===== config.mk =====
export PLATFORM = sky130hd
export DESIGN_NAME = clook_disk_scheduler
export DESIGN_NICKNAME = d
export VERILOG_FILES = /design/src/rtl/clook_pkg.sv /design/src/rtl/clook_disk_scheduler.sv
export SDC_FILE = /design/constraint.sdc
export NUM_CORES = 1
export LEC_CHECK = 0
export ABC_AREA = 1
export BUFFER_PORTS_ARGS = -buffer_cell sky130_fd_sc_hd__buf_4
export CAP_MARGIN = 15
export CORE_MARGIN = 2
export CORE_UTILIZATION = 45
export DETAILED_ROUTE_END_ITERATION = 8
export GPL_TIMING_DRIVEN = 0
export PLACE_DENSITY = 0.59
export SYNTH_ARGS = -nofsm -noshare
export SYNTH_HDL_FRONTEND = slang
export SYNTH_SLANG_ARGS = --single-unit

===== constraint.sdc =====
create_clock -name clk -period 8.93 [get_ports clk]
set_input_delay 0.893 -clock clk [delete_from_list [all_inputs] [get_ports clk]]
set_output_delay 0.893 -clock clk [all_outputs]
set_load 0.02 [all_outputs]

===== src/rtl/clook_pkg.sv =====
// ----------------------------------------------------------------------------
// clook_pkg
// Shared types and defaults for the C-LOOK disk request scheduler.
// ----------------------------------------------------------------------------
package clook_pkg;

  localparam int DEF_QUEUE_DEPTH = 16;
  localparam int DEF_SECTOR_BITS = 16;

  typedef enum logic [2:0] {
    ST_IDLE,
    ST_INS_RD,
    ST_INS_CMP,
    ST_POP,
    ST_HEAD_RD,
    ST_HEAD_LD,
    ST_DONE
  } state_t;

  localparam logic ACT_ARRIVE   = 1'b0;
  localparam logic ACT_DISPATCH = 1'b1;

endpackage


===== src/rtl/clook_disk_scheduler.sv =====
// ----------------------------------------------------------------------------
// clook_disk_scheduler
// C-LOOK request scheduler: sorted sweep queue plus a wait queue for requests
// below the head, both held in one small RAM and driven by a sequencer.
//
// Usage: raise start with action and request_sector while busy is low; the
// transfer happens on that edge and busy stays high until the result.
// action 0 is an arrival, action 1 a dispatch. The result shows for one cycle
// with done high; the receiver cannot stall it.
// Steps from the accepting edge to the done cycle:
//   arrival  : a sorted insert that steps past queued entries (at most
//              QUEUE_DEPTH - 1), each step a RAM read then a compare/write;
//              a full queue goes straight to done.
//   dispatch : pop, then read the new head unless no request is left.
// The insert loop runs one RAM read and one compare/write per step; that
// single port pair sets the rate. One item at a time; the next start is
// taken in the cycle after done.
// Reset clears both queues and the head; the RAM needs no clearing pass as
// only occupied entries are ever read.
// ----------------------------------------------------------------------------
module clook_disk_scheduler #(
  parameter int QUEUE_DEPTH = clook_pkg::DEF_QUEUE_DEPTH,
  parameter int SECTOR_BITS = clook_pkg::DEF_SECTOR_BITS,
  localparam int IW = (QUEUE_DEPTH > 1) ? $clog2(QUEUE_DEPTH) : 1,
  localparam int CW = $clog2(QUEUE_DEPTH + 1)
) (
  input  logic                   clk,
  input  logic                   rst,
  input  logic                   start,
  output logic                   busy,
  input  logic                   action,
  input  logic [SECTOR_BITS-1:0] request_sector,
  output logic                   done,
  output logic                   accepted,
  output logic                   served_valid,
  output logic [SECTOR_BITS-1:0] served_sector,
  output logic [SECTOR_BITS-1:0] head_sector,
  output logic [CW-1:0]          sweep_count,
  output logic [CW-1:0]          wait_count
);

  localparam logic [IW:0]   DEPTH_W = (IW + 1)'(QUEUE_DEPTH);
  localparam logic [CW-1:0] DEPTH_C = CW'(QUEUE_DEPTH);

  clook_pkg::state_t state, state_next;

  logic [SECTOR_BITS-1:0] mem [2**(IW+1)];
  logic [SECTOR_BITS-1:0] rdata;
  logic [IW:0]            raddr, waddr;
  logic                   wen;
  logic [SECTOR_BITS-1:0] wdata;

  logic                   sel;
  logic [IW-1:0]          sweep_base, wait_base;
  logic [CW-1:0]          sweep_n, wait_n;
  logic [SECTOR_BITS-1:0] head;
  logic [SECTOR_BITS-1:0] sector;
  logic                   ins_wait;
  logic [IW-1:0]          pos;
  logic                   acc, sv;
  logic [SECTOR_BITS-1:0] ss;

  logic                   to_wait;
  logic [CW-1:0]          tgt_n;
  logic                   tgt_bank;
  logic [IW-1:0]          tgt_base;
  logic                   shift_up;

  function automatic logic [IW-1:0] wrap_add(input logic [IW-1:0] b,
                                             input logic [IW-1:0] i);
    logic [IW:0] sum;
    sum = {1'b0, b} + {1'b0, i};
    if (sum >= DEPTH_W) begin
      sum = sum - DEPTH_W;
    end
    return sum[IW-1:0];
  endfunction

  assign to_wait  = (request_sector < head);
  assign tgt_n    = to_wait ? wait_n : sweep_n;
  assign tgt_bank = ins_wait ? ~sel : sel;
  assign tgt_base = ins_wait ? wait_base : sweep_base;
  assign shift_up = (rdata > sector);

  // next state
  always_comb begin
    state_next = state;
    case (state)
      clook_pkg::ST_IDLE: begin
        if (start) begin
          if (action == clook_pkg::ACT_DISPATCH) begin
            state_next = clook_pkg::ST_POP;
          end else if (tgt_n == DEPTH_C) begin
            state_next = clook_pkg::ST_DONE;
          end else begin
            state_next = clook_pkg::ST_INS_RD;
          end
        end
      end
      clook_pkg::ST_INS_RD: begin
        state_next = (pos == '0) ? clook_pkg::ST_DONE : clook_pkg::ST_INS_CMP;
      end
      clook_pkg::ST_INS_CMP: begin
        state_next = shift_up ? clook_pkg::ST_INS_RD : clook_pkg::ST_DONE;
      end
      clook_pkg::ST_POP: begin
        if (sweep_n != '0 || wait_n != '0) begin
          state_next = clook_pkg::ST_HEAD_RD;
        end else begin
          state_next = clook_pkg::ST_DONE;
        end
      end
      clook_pkg::ST_HEAD_RD: state_next = clook_pkg::ST_HEAD_LD;
      clook_pkg::ST_HEAD_LD: state_next = clook_pkg::ST_DONE;
      clook_pkg::ST_DONE:    state_next = clook_pkg::ST_IDLE;
      default:               state_next = clook_pkg::ST_IDLE;
    endcase
  end

  // RAM port control
  always_comb begin
    raddr = {sel, sweep_base};
    wen   = 1'b0;
    waddr = {tgt_bank, wrap_add(tgt_base, pos)};
    wdata = sector;
    case (state)
      clook_pkg::ST_INS_RD: begin
        raddr = {tgt_bank, wrap_add(tgt_base, pos - IW'(1))};
        wen   = (pos == '0);
      end
      clook_pkg::ST_INS_CMP: begin
        wen   = 1'b1;
        wdata = shift_up ? rdata : sector;
      end
      default: begin
        wen = 1'b0;
      end
    endcase
  end

  always_ff @(posedge clk) begin
    if (wen) begin
      mem[waddr] <= wdata;
    end
    rdata <= mem[raddr];
  end

  // sequencer datapath
  always_ff @(posedge clk) begin
    if (rst) begin
      state      <= clook_pkg::ST_IDLE;
      sel        <= 1'b0;
      sweep_base <= '0;
      wait_base  <= '0;
      sweep_n    <= '0;
      wait_n     <= '0;
      head       <= '0;
      acc        <= 1'b0;
      sv         <= 1'b0;
    end else begin
      state <= state_next;
      case (state)
        clook_pkg::ST_IDLE: begin
          if (start) begin
            sector   <= request_sector;
            ins_wait <= to_wait;
            pos      <= tgt_n[IW-1:0];
            if (action == clook_pkg::ACT_DISPATCH) begin
              acc <= 1'b0;
              if (sweep_n != '0) begin
                sv         <= 1'b1;
                ss         <= head;
                sweep_base <= wrap_add(sweep_base, IW'(1));
                sweep_n    <= sweep_n - CW'(1);
              end else begin
                sv <= 1'b0;
                ss <= '0;
              end
            end else begin
              acc <= (tgt_n != DEPTH_C);
              sv  <= 1'b0;
              ss  <= '0;
            end
          end
        end
        clook_pkg::ST_INS_RD, clook_pkg::ST_INS_CMP: begin
          if (state == clook_pkg::ST_INS_CMP && shift_up) begin
            pos <= pos - IW'(1);
          end else if (state == clook_pkg::ST_INS_CMP || pos == '0) begin
            if (ins_wait) begin
              wait_n <= wait_n + CW'(1);
            end else begin
              sweep_n <= sweep_n + CW'(1);
              if (sweep_n == '0) begin
                head <= sector;
              end
            end
          end
        end
        clook_pkg::ST_POP: begin
          if (sweep_n == '0) begin
            sel        <= ~sel;
            sweep_base <= wait_base;
            wait_base  <= sweep_base;
            sweep_n    <= wait_n;
            wait_n     <= '0;
            if (wait_n == '0) begin
              head <= '0;
            end
          end
        end
        clook_pkg::ST_HEAD_LD: begin
          head <= rdata;
        end
        default: begin
          head <= head;
        end
      endcase
    end
  end

  assign busy          = (state != clook_pkg::ST_IDLE);
  assign done          = (state == clook_pkg::ST_DONE);
  assign accepted      = acc;
  assign served_valid  = sv;
  assign served_sector = ss;
  assign head_sector   = head;
  assign sweep_count   = sweep_n;
  assign wait_count    = wait_n;

  a_done_single: assert property (@(posedge clk) disable iff (rst)
    done |=> !done) else $error("result strobe longer than one cycle");

  a_count_range: assert property (@(posedge clk) disable iff (rst)
    (sweep_n <= DEPTH_C) && (wait_n <= DEPTH_C))
    else $error("queue count beyond depth");

  a_empty_sweep: assert property (@(posedge clk) disable iff (rst)
    (state == clook_pkg::ST_IDLE && sweep_n == '0) |-> (wait_n == '0 && head == '0))
    else $error("wait queue left behind an empty sweep queue");

  a_start_busy: assert property (@(posedge clk) disable iff (rst)
    (start && !busy) |=> busy) else $error("transfer not taken up");

  a_result_kind: assert property (@(posedge clk) disable iff (rst)
    done |-> !(accepted && served_valid))
    else $error("result both stored and served");

endmodule


==> summary.md <==
| Metric | Value |
|---|---|
| Status | `finished clean` |
| Post-synthesis register bit count | `605` |
| Vias per inst | `5.67` |
| Cts repair resizes | `0` |
| Syn nets | `2224` |
| Startpoint Class | `flip-flop` |
| Share of layout cells above drive strength 1 | `0.140` |
| RSZ-0062 raised after global routing | `no` |
| Rows | `87` |
| Antenna Violating Nets Remaining | `0` |
| CTS tree | `done` |
| Final period utilization | `0.440` |
| Final setup fails | `0` |
| Starting Density | `0.453` |
| CTS sink cnt | `605` |
| Max Cap Violations | `0` |
| Setup WS pre-CTS | `5.05 ns` |
| Clock-pin slew on the worst setup and hold paths | `0.06 ns` |
| Ys Warns | `0` |
| Fin nets | `2389` |
| Fin area | `29700 µm²` |
| Final Hold Fails | `0` |
| Initial antenna violation count | `0` |
| Core ar. | `56200 µm²` |
| Number of port buffers | `65` |
| Min Tclk post-route | `3.93 ns` |
| Vias | `17.7k` |
| Crit. End Element | `flip-flop` |
| Max-slew violation count | `0` |
| Latest clock arrival within the worst-skew pair | `0.65 ns` |
| Initial DRC Count | `1978` |
| Placed instance area | `27700 µm²` |
| Fraction of the yosys area taken by sequential cells | `0.693` |
| Leak Pwr | `0.0104 µW` |
| Critical Path RT | `9.45 ns` |
| Number of global-route vias before repair | `17.2k` |
| TritonCTS buffer count | `61` |
| WS Path Type | `flip-flop to flip-flop` |
| Netlist area before placement | `25400 µm²` |
| Final worst slack | `5.00 ns` |
| H-tree depth | `2` |
| IO Count | `66` |
| Gr usage total | `0.242` |
| Gpl congestion | `0.967` |
| GRT overflow | `0` |
| Worst-Margin Slew | `1.04 ns` |
| Pre-antenna DRT Iters | `6` |
| Syn Area/Cell | `11.8 µm²` |
| Fmax | `255 MHz` |
| Largest net degree at the start of global routing | `33` |
| Cell area power density | `406 nW/µm²` |
| Post-Route Skew | `0.0294 ns` |
| Min-Delay Path Class | `input port to flip-flop` |
| Hold_buf cts | `0` |
| Wire per inst | `22.9 µm` |
| Syn-to-layout area delta | `17.0%` |
| Most frequent cells in the layout | `edfxtp_1, nor2_1, o21ai_0` |
| Slew margin rel. | `0.306` |
| Synth cell types | `43` |
| Die Span Y | `242 µm` |
| CP Max Fanout | `10` |
| Root Buffer | `clkbuf_16` |
| DRC errors left | `0` |
| Most common cell after layout, fill and taps aside | `edfxtp_1` |
| Global-route wire length before repair | `107000 µm` |
| Die Area | `58400 µm²` |
| Clk buf depth | `3` |
| Chip width | `242 µm` |
| Post-CTS setup buffer count | `0` |
| Setup TNS | `0 ns` |
| Overall routed net length | `71800 µm` |
| WP data arrival | `4.44 ns` |
| Max VDD drop | `0.000202 V` |
| Detailed placement HPWL | `50600 µm` |
| Cells after Synth | `2157` |
==> routing by layer <==
layer  share of wire  up-vias  GRT usage
met5               0        -          0
met4           0.034        0     0.0881
met3           0.074      138     0.0323
met2            0.45      682      0.376
met1            0.44     8749      0.350
li1                -     8168          -
==> where the power goes <==
part	internal [µW]	switching, µW
Combinational	1590	4200
Clock	1470	1100
Sequential	3580	124
Total	6640	5420
==> logic make-up (layout without fill, tap and decap cells) <==
family / after synthesis / after routing / share of synthesized area
fa+ha+maj: 47 / 47 / 0.0240
xor+xnor: 16 / 16 / 0.00551
other cells: 0 / 1 / 0
compound gates: 567 / 567 / 0.129
flops: 605 / 605 / 0.693
buf+inv: 226 / 441 / 0.0400
simple gates: 696 / 696 / 0.109
==> sequential cells by signal (all words and copies together) (netlist names) <==
register       flops
sel                1
ins_wait           1
sweep_count        5
served_valid       1
sweep_base         4
rdata             16
accepted           1
served_sector     16
state              3
head_sector       16
mem              512
wait_count         5
pos                4
sector            16
wait_base          4
==> cells in the mapped netlist, drive strengths merged <==
| cell type | n | area [µm²] |
|---|---|---|
| nand2 | 233 | 900 |
| xor2 | 9 | 78.8 |
| clkbuf | 46 | 173 |
| o21a | 1 | 7.51 |
| o22ai | 31 | 194 |
| a21oi | 103 | 515 |
| a31oi | 4 | 25.0 |
| a211oi | 4 | 30.0 |
| xnor2 | 7 | 61.3 |
| nand4 | 4 | 25.0 |
| clkinv | 1 | 3.75 |
| o21bai | 1 | 7.51 |
| edfxtp | 549 | 16500 |
| fa | 3 | 60.1 |
| o211ai | 16 | 120 |
| or2 | 2 | 12.5 |
| nor2 | 382 | 1440 |
| nor4 | 1 | 6.26 |
| nor3 | 7 | 40.0 |
| a2111oi | 1 | 27.5 |
| a21o | 2 | 15.0 |
| inv | 105 | 399 |
| ha | 44 | 551 |
| buf | 74 | 440 |
| o31ai | 1 | 7.51 |
| o221ai | 80 | 701 |
| nand3b | 1 | 7.51 |
| dfxtp | 56 | 1120 |
| o21ai | 323 | 1630 |
| nand3 | 66 | 330 |
==> cell type report <==
cell class	count	area (µm²)
Antenna cell	1	2.50
Buffer	120	613
Clock buffer	70	1580
Clock inverter	43	427
Fill cell	4853	26400
Inverter	106	403
Multi-Input combinational cell	1326	7020
Sequential cell	605	17600
Tap cell	756	946
Timing Repair Buffer	102	1140
==> worst paths after layout <==
path	cells past startpoint	to	startpoint	slack, ns
min reg2reg	2	wait_base[3]$_SDFFE_PP0P_	wait_base[3]$_SDFFE_PP0P_	0.49
max	14	rdata[11]$_DFF_P_	ins_wait$_DFFE_PP_	5.00
max reg2reg	14	rdata[11]$_DFF_P_	ins_wait$_DFFE_PP_	5.00
min	1	sector[0]$_DFFE_PP_	request_sector[0]	0.45
==> worst max-delay path, stage by stage (launching register included) <==
cell and delay, ns:
edfxtp_1 0.37, buf_2 0.19, o21ai_0 0.58, fa_1 0.54, inv_1 0.12, o21ai_4 0.10
inv_4 0.16, buf_4 0.26, clkbuf_1 0.48, o21ai_0 0.18, o22ai_1 0.25, a21oi_1 0.17
nand2_1 0.08, nand3_1 0.11, o21ai_1 0.20
==> through the flow <==
stage                     hold slack [ns]  utilization  power, µW  cells
after floorplan                     0.444            -       6960   2157
after global placement              0.463        0.478       9170   2978
after detailed placement            0.480        0.494       9420   3015
after CTS                           0.424        0.529      12000   3128
after global routing                0.434        0.529      12600   3128
final                               0.453        0.529      12100   3129
Note: power is estimated with default switching activity, not from simulation.
